**src/rtl/core/bds_pkg.sv**
```systemverilog
`default_nettype none

package bds_pkg;

  // Colour channels carried per pixel
  localparam int CHANNELS = 3;

  // Configuration port
  localparam int CFG_IDX_W  = 2;
  localparam int CFG_DATA_W = 13;

  localparam logic [CFG_IDX_W-1:0] CFG_SCALE_IDX  = 2'd0;
  localparam logic [CFG_IDX_W-1:0] CFG_WIDTH_IDX  = 2'd1;
  localparam logic [CFG_IDX_W-1:0] CFG_HEIGHT_IDX = 2'd2;

  // Register widths and reset values
  localparam int SCALE_CFG_W  = 4;
  localparam int WIDTH_CFG_W  = 11;
  localparam int HEIGHT_CFG_W = 13;

  localparam logic [SCALE_CFG_W-1:0]  SCALE_RST  = 4'd1;
  localparam logic [WIDTH_CFG_W-1:0]  WIDTH_RST  = 11'd640;
  localparam logic [HEIGHT_CFG_W-1:0] HEIGHT_RST = 13'd480;

  // Output rows per frame are capped at this count
  localparam int MAX_OUT_HEIGHT = 4096;
  localparam int ROW_W          = 12;

endpackage

`default_nettype wire

```
**src/rtl/core/bds_div.sv**
```systemverilog
`default_nettype none

// Three-stage divide of each channel sum by S*S, using a reciprocal
// multiply followed by one remainder correction.
module bds_div #(
  parameter int SUMW      = 22,
  parameter int MAX_SCALE = 8,
  parameter int SW        = 4
) (
  input  logic                                  clk,
  input  logic [SW-1:0]                         scale,
  input  logic [bds_pkg::CHANNELS-1:0][SUMW-1:0] dividend,
  output logic [bds_pkg::CHANNELS-1:0][SUMW-1:0] quotient
);

  import bds_pkg::*;

  localparam int RW = SUMW + 1;
  localparam int NW = $clog2(MAX_SCALE * MAX_SCALE + 1);
  localparam int PW = SUMW + RW;

  logic [RW-1:0] recip_tab [MAX_SCALE+1];
  logic [NW-1:0] sq_tab    [MAX_SCALE+1];

  // Build floor(2^SUMW / (s*s)) and s*s for every block side
  for (genvar g = 0; g <= MAX_SCALE; g++) begin : g_tab
    localparam longint unsigned SQ = (g == 0) ? 64'd1 : longint'(g) * longint'(g);
    localparam longint unsigned RC = (64'd1 << SUMW) / SQ;
    assign recip_tab[g] = RW'(RC);
    assign sq_tab[g]    = NW'(SQ);
  end

  logic [CHANNELS-1:0][PW-1:0]   prod_r;
  logic [CHANNELS-1:0][SUMW-1:0] x1_r;
  logic [NW-1:0]                 n1_r;
  logic [CHANNELS-1:0][SUMW-1:0] q0_r;
  logic [CHANNELS-1:0][SUMW-1:0] qn_r;
  logic [CHANNELS-1:0][SUMW-1:0] x2_r;
  logic [NW-1:0]                 n2_r;
  logic [CHANNELS-1:0][SUMW-1:0] rem;

  // Stage 1: multiply by the reciprocal
  always_ff @(posedge clk) begin
    for (int c = 0; c < CHANNELS; c++) begin
      prod_r[c] <= PW'(dividend[c]) * PW'(recip_tab[scale]);
      x1_r[c]   <= dividend[c];
    end
    n1_r <= sq_tab[scale];
  end

  // Stage 2: estimate is exact or one short; multiply it back
  always_ff @(posedge clk) begin
    for (int c = 0; c < CHANNELS; c++) begin
      q0_r[c] <= prod_r[c][SUMW +: SUMW];
      qn_r[c] <= SUMW'(prod_r[c][SUMW +: SUMW] * SUMW'(n1_r));
      x2_r[c] <= x1_r[c];
    end
    n2_r <= n1_r;
  end

  always_comb begin
    for (int c = 0; c < CHANNELS; c++) begin
      rem[c] = x2_r[c] - qn_r[c];
    end
  end

  // Stage 3: bump the estimate where the remainder reaches the divisor
  always_ff @(posedge clk) begin
    for (int c = 0; c < CHANNELS; c++) begin
      if (rem[c] >= SUMW'(n2_r)) begin
        quotient[c] <= q0_r[c] + SUMW'(1);
      end else begin
        quotient[c] <= q0_r[c];
      end
    end
  end

endmodule

`default_nettype wire

```
**config.mk**
```make
export PLATFORM = sky130hd
export DESIGN_NAME = bds_div
export DESIGN_NICKNAME = d
export VERILOG_FILES = /design/src/rtl/core/bds_pkg.sv /design/src/rtl/core/bds_div.sv
export SDC_FILE = /design/constraint.sdc
export NUM_CORES = 2
export LEC_CHECK = 0
export BUFFER_PORTS_ARGS = -buffer_cell sky130_fd_sc_hd__buf_2
export CORE_UTILIZATION = 30
export DETAILED_ROUTE_END_ITERATION = 8
export GPL_TIMING_DRIVEN = 1
export PLACE_DENSITY = 0.45
export SYNTH_ARGS = -nofsm -noshare
export SYNTH_HDL_FRONTEND = slang
export SYNTH_SLANG_ARGS = --single-unit
```
**constraint.sdc**
```tcl
create_clock -name clk -period 11.3 [get_ports clk]
set_clock_uncertainty 0.15 [all_clocks]
set_input_delay 1.695 -clock clk [delete_from_list [all_inputs] [get_ports clk]]
set_output_delay 1.695 -clock clk [all_outputs]
set_load 0.005 [all_outputs]
```
======== After elaboration in Yosys (flattened, before gate mapping) ========
Memory sizes are Yosys's and may differ from the RTL's. A register that Yosys moved wholly into a read port is not among the register bits.
Index checks and enable logic that the tools add are counted.
storage, ports and cells
  register bits ........................... 469
  memories kept ........................... 2
  output and inout port bits .............. 66
  input port bits ......................... 71
  bits in read-only memories .............. 480
  logic and storage cells ................. 43
memories
  name             depth  bits a word  read ports  clocked after memory_dff  write ports  RTL line       text
  (no name shown)  16     23           1           0                         0            bds_div.sv:45  prod_r[c] <= PW'(dividend[c]) * PW'(recip_tab[scale]);
  (no name shown)  16     7            1           1                         0            bds_div.sv:48  n1_r <= sq_tab[scale];
operators by class
  multipliers ............................. 6
  bitwise operators ....................... 1
  add/sub/neg operators ................... 6
  multiplexer cells ....................... 5
  $lt $le $gt $ge ......................... 4
operators by type and width
  kind                   count
  $mul 22x23->44         3
  $add 22x1->22 const B  3
  $ge 22x7->1            3
  $mul 22x7->22          3
  $mux 22                3
  $sub 22x22->22         3
  $mux 23                2
  $ge 5x5->1 const B     1
  $not 4->5              1

======== Logic depth before layout (Yosys ltp) ========
  word-level depth ........................ 5
  gate-level depth with buffers ........... 34
  mapped depth without buffers ............ 32

======== Least setup slack after synthesis ========
Ideal clock, no wire load.
  path type ............................... input to register
  from .................................... input scale[3]
  to ...................................... register prod_r[128] (netlist bit)
  setup time .............................. 0.119 ns
  arrival ................................. 9.049 ns
  path buffers ............................ 3
  slack ................................... 1.982 ns
  stages on the path ...................... 29
  cell sequence ........................... clkbuf_1 nor3b_1 clkbuf_1 clkbuf_1 nand2_1 fa_1 fa_1 fa_1 inv_1 fa_1 inv_1 fa_1 inv_1 fa_1 inv_1 fa_1 inv_1 ha_1 a21o_1 a21oi_1 o21ai_0 a2111oi_2 or3_1 a21oi_1 o31a_1 a221oi_2 o21ai_1 a211oi_1 nor2_1
between the ends
  cells in the longest elaborated chain, start to end .. 5
ends and longest elaborated chain
  item                                         RTL line       text
  from (decl)                                  bds_div.sv:11  input logic [SW-1:0] scale,
  $not 4->5 (implied by the code)              bds_div.sv:45
  $mem_v2 16x23                                --
  $mux 23 (implied by the code) (2 in series)  bds_div.sv:45
  $mul 22x23->44                               bds_div.sv:45
  to (signal, indexed assignment)              bds_div.sv:45
  to (decl)                                    bds_div.sv:33  logic [CHANNELS-1:0][PW-1:0] prod_r;
No other way between the ends. The select of a mux whose other input is x is not followed.

======== Worst setup path after layout ========
  from .................................... input scale[1]
  to ...................................... register prod_r[82] (netlist bit)
between the ends
  cells in the longest elaborated chain, start to end .. 5
ends and longest elaborated chain
  item                             RTL line
  $not 4->5 (implied by the code)  bds_div.sv:45
  $mem_v2 16x23                    --
  $mux 23 (2 in series)            --
  $mul 22x23->44                   bds_div.sv:45
No other way between the ends. The select of a mux whose other input is x is not followed.

==> metrics.txt <==
initial antenna violation count=29; Worst Slack Setup Final=1120 ps; DP Wirelength=148 mm; first-pass GRT wire length=278 mm; Worst Setup Start Kind=primary input; status=finished clean; detailed-route DRC error count=0; Yosys top cell area share=36.7%; synthesized area=0.0633 mm²; crit-path max cell delay=830 ps; Worst Hold Class=reg2reg; placed cell areas=0.0671 mm²; Max Fclk=98.2 MHz; Root Driver=clkbuf_16; critical path endpoint category=flop; Critical Path Most Common Cell=fa_1; Mapped Cells=6636; Routed Antenna Nets=0; input/output buffers=136; Pins Over Slew Limit=0; Filler cells=21.8k; Routed WL=176 mm; drt first pass iters=5; CTS tree=done; MaxCap Viol Count=0; largest net degree at the start of global routing=68; Synth cell types=80; register clock-pin slew on the reported worst setup and hold paths=70 ps; worst-skew pair later-pin latency=610 ps; main flop type after synthesis=dfxtp_1; R2R setup slack=5370 ps; post_cts resized=0; hold_buf cts=0; hold path startpoint=x1_r[50]; RSZ-0062 raised after global routing=false; Top-Level Pins=137; leading area contributor after synthesis=fa_1; Setup TNS=0 ps; Congestion Overflow GR=0; htree depth=2; Hold EP=x2_r[50]; Syn. warnings=0; pre-CTS setup slack=485 ps; Final Hold Fails=0; final setup vio count=0; vias=42.7k; initial DRC count=2076; Die Wd=461 µm; Final Cycle Share=90.1%; path depth of the worst reg2reg path=18; row cnt=168; WL per Instance=18.6 µm; Critical Path AT=10520 ps; Post-synth ARST share=0%; Reg-to-Reg Start=n1_r[4]; pwr dens=159 mW/mm²; CTS buffer count=47; Slowest-stage cell, CP=a21oi_4; Worst EP required=11640 ps; post-CTS setup buffers=0; final instance area=0.0688 mm²; hold depth=0; Pleak=0.0366 µW; Synth area leaders=fa_1 (37%), ha_1 (17%), dfxtp_1 (13%), inv_1 (9.3%), and2_1 (5.1%); flops & latches, synth=408; final worst path period need=10180 ps; Layout area overhead=8.74%; Setup CP Type=in2reg; Worst R2R End=qn_r[20]; slew margin rel.=20.1%; actual slew at the worst max-slew pin=1190 ps; vias in the first global route=46.3k; NumNets Final=8752; die area=0.213 mm²; die height=461 µm; Clock Sinks=408; Clock Tree Buf Depth=3; core area=0.210 mm²; Post-synth EDFFs=0; Post-Syn Area per Cell=9.54 µm²; Overall Global Routing Usage=17.0%; Syn Nets=8748; Seq/Total Area, Yosys=12.9%; crit path max fanout=23; Vias/cell=4.50; share of cells above drive strength 1=5.11%; RePlAce Congestion=0.854; peak supply drop=124 µV; Initial Utilization=30.2%
[power by group]
part | switching (µW) | internal (µW) | leakage (µW) | total, µW
clock network | 673 | 974 | 0.000803 | 1650
registers | 462 | 1930 | 0.00343 | 2390
logic | 3960 | 2970 | 0.0323 | 6930
[layout make-up]
| class | instances | area, µm² | area share, % |
|---|---|---|---|
| Clock buffer | 56 | 1270 | 1.85 |
| Antenna cell | 12 | 30.0 | 0.0436 |
| Sequential cell | 408 | 8180 | 11.9 |
| Timing Repair Buffer | 181 | 1090 | 1.59 |
| Tap cell | 2805 | 3510 | 5.10 |
| Multi-Input combinational cell | 4435 | 48500 | 70.4 |
| Clock inverter | 30 | 394 | 0.573 |
| Inverter | 1567 | 5880 | 8.55 |
[Yosys cell counts, types with 6 or more instances]
| cell type | number |
|---|---|
| nand2b_1 | 24 |
| o21a_1 | 40 |
| a2111oi_0 | 7 |
| and3_1 | 156 |
| clkbuf_1 | 216 |
| fa_1 | 1161 |
| a211oi_1 | 15 |
| dfxtp_1 | 408 |
| xnor2_1 | 143 |
| o21ai_1 | 10 |
| or3_1 | 11 |
| nor3b_1 | 6 |
| and2_1 | 511 |
| nor2b_1 | 18 |
| xor2_1 | 110 |
| ha_1 | 880 |
| a21oi_1 | 146 |
| nand4_1 | 22 |
| o211ai_1 | 11 |
| or2_2 | 23 |
| o21ai_0 | 73 |
| o31ai_1 | 6 |
| nand3_1 | 53 |
| nor2_1 | 170 |
| mux2i_1 | 7 |
| o31a_1 | 6 |
| o21bai_1 | 17 |
| nor4b_1 | 9 |
| nor4_1 | 16 |
| inv_1 | 1567 |
| nand2_1 | 536 |
| a21boi_0 | 9 |
| o22ai_1 | 8 |
| a31oi_1 | 7 |
| nor3_1 | 56 |
| a31o_2 | 7 |
| and4_1 | 6 |
| a21o_1 | 70 |
[worst max-delay path: cells and delay by family]
| family | cells | cell delay [ps] |
|---|---|---|
| compound gates | 9 | 3380 |
| xor+xnor | 1 | 120 |
| fa+ha+maj | 9 | 4120 |
| buf+inv | 3 | 650 |
| simple gates | 3 | 500 |
[metrics by stage]
step	instances	util, %	hold slack, ps	total power, µW
floorplan	6636	-	160	7250
global placement	9396	32.0	161	9360
detailed placement	9396	32.0	162	9320
CTS	9482	32.8	173	11100
global route	9490	32.8	180	12200
finish	9494	32.8	173	11000
[kinds of logic (layout without fill, tap and decap cells)]
kind of cell	after synthesis	in the layout	share of synthesized area (%)
fa+ha+maj	2041	2041	54.1
buf+inv	1793	1834	10.7
simple gates	1632	1632	13.3
compound gates	498	498	5.29
flops	408	408	12.9
xor+xnor	253	253	3.50
mux	11	11	0.182
other cells	0	12	0
[worst max-delay path by stage]
stage	startpoint	to	slack, ps	cells past startpoint
2_1_floorplan	scale[3]	prod_r[128]	1980	29
3_3_place_gp	scale[1]	prod_r[82]	590	31
3_5_place_dp	scale[1]	prod_r[82]	480	31
4_1_cts	scale[1]	prod_r[82]	1150	31
5_1_grt	scale[1]	prod_r[83]	610	31
6_report	scale[1]	prod_r[82]	1120	25
[cell usage in the layout, fill, tap and decap left out, types with 17 or more instances in the layout]
| cell | instances |
|---|---|
| nand2_1 | 535 |
| and2_1 | 511 |
| dfxtp_1 | 402 |
| nor2_1 | 168 |
| and3_1 | 156 |
| o21ai_0 | 73 |
| inv_1 | 1567 |
| or2_2 | 23 |
| buf_2 | 136 |
| a21oi_1 | 143 |
| nor3_1 | 55 |
| nand4_1 | 22 |
| fa_1 | 1161 |
| ha_1 | 878 |
| xnor2_1 | 143 |
| clkbuf_16 | 48 |
| nand3_1 | 53 |
| a21o_1 | 70 |
| nor2b_1 | 17 |
| buf_4 | 39 |
| xor2_1 | 110 |
| nand2b_1 | 24 |
| o21bai_1 | 17 |
| o21a_1 | 40 |
[state kept, by name, indices dropped and copies added (netlist names)]
| register | flops |
|---|---|
| prod_r | 66 |
| q0_r | 66 |
| qn_r | 66 |
| quotient | 66 |
| x1_r | 66 |
| x2_r | 66 |
| n1_r | 6 |
| n2_r | 6 |
[metal layers]
metal | track usage, % | wire length, µm | vias up
met3 | 1.74 | 7200 | 149
met2 | 26.4 | 77200 | 833
met4 | 3.43 | 3440 | 6
li1 | - | - | 20300
met5 | 0 | 36 | -
met1 | 25.2 | 88500 | 21400
Power figures use the tool's default switching activity.
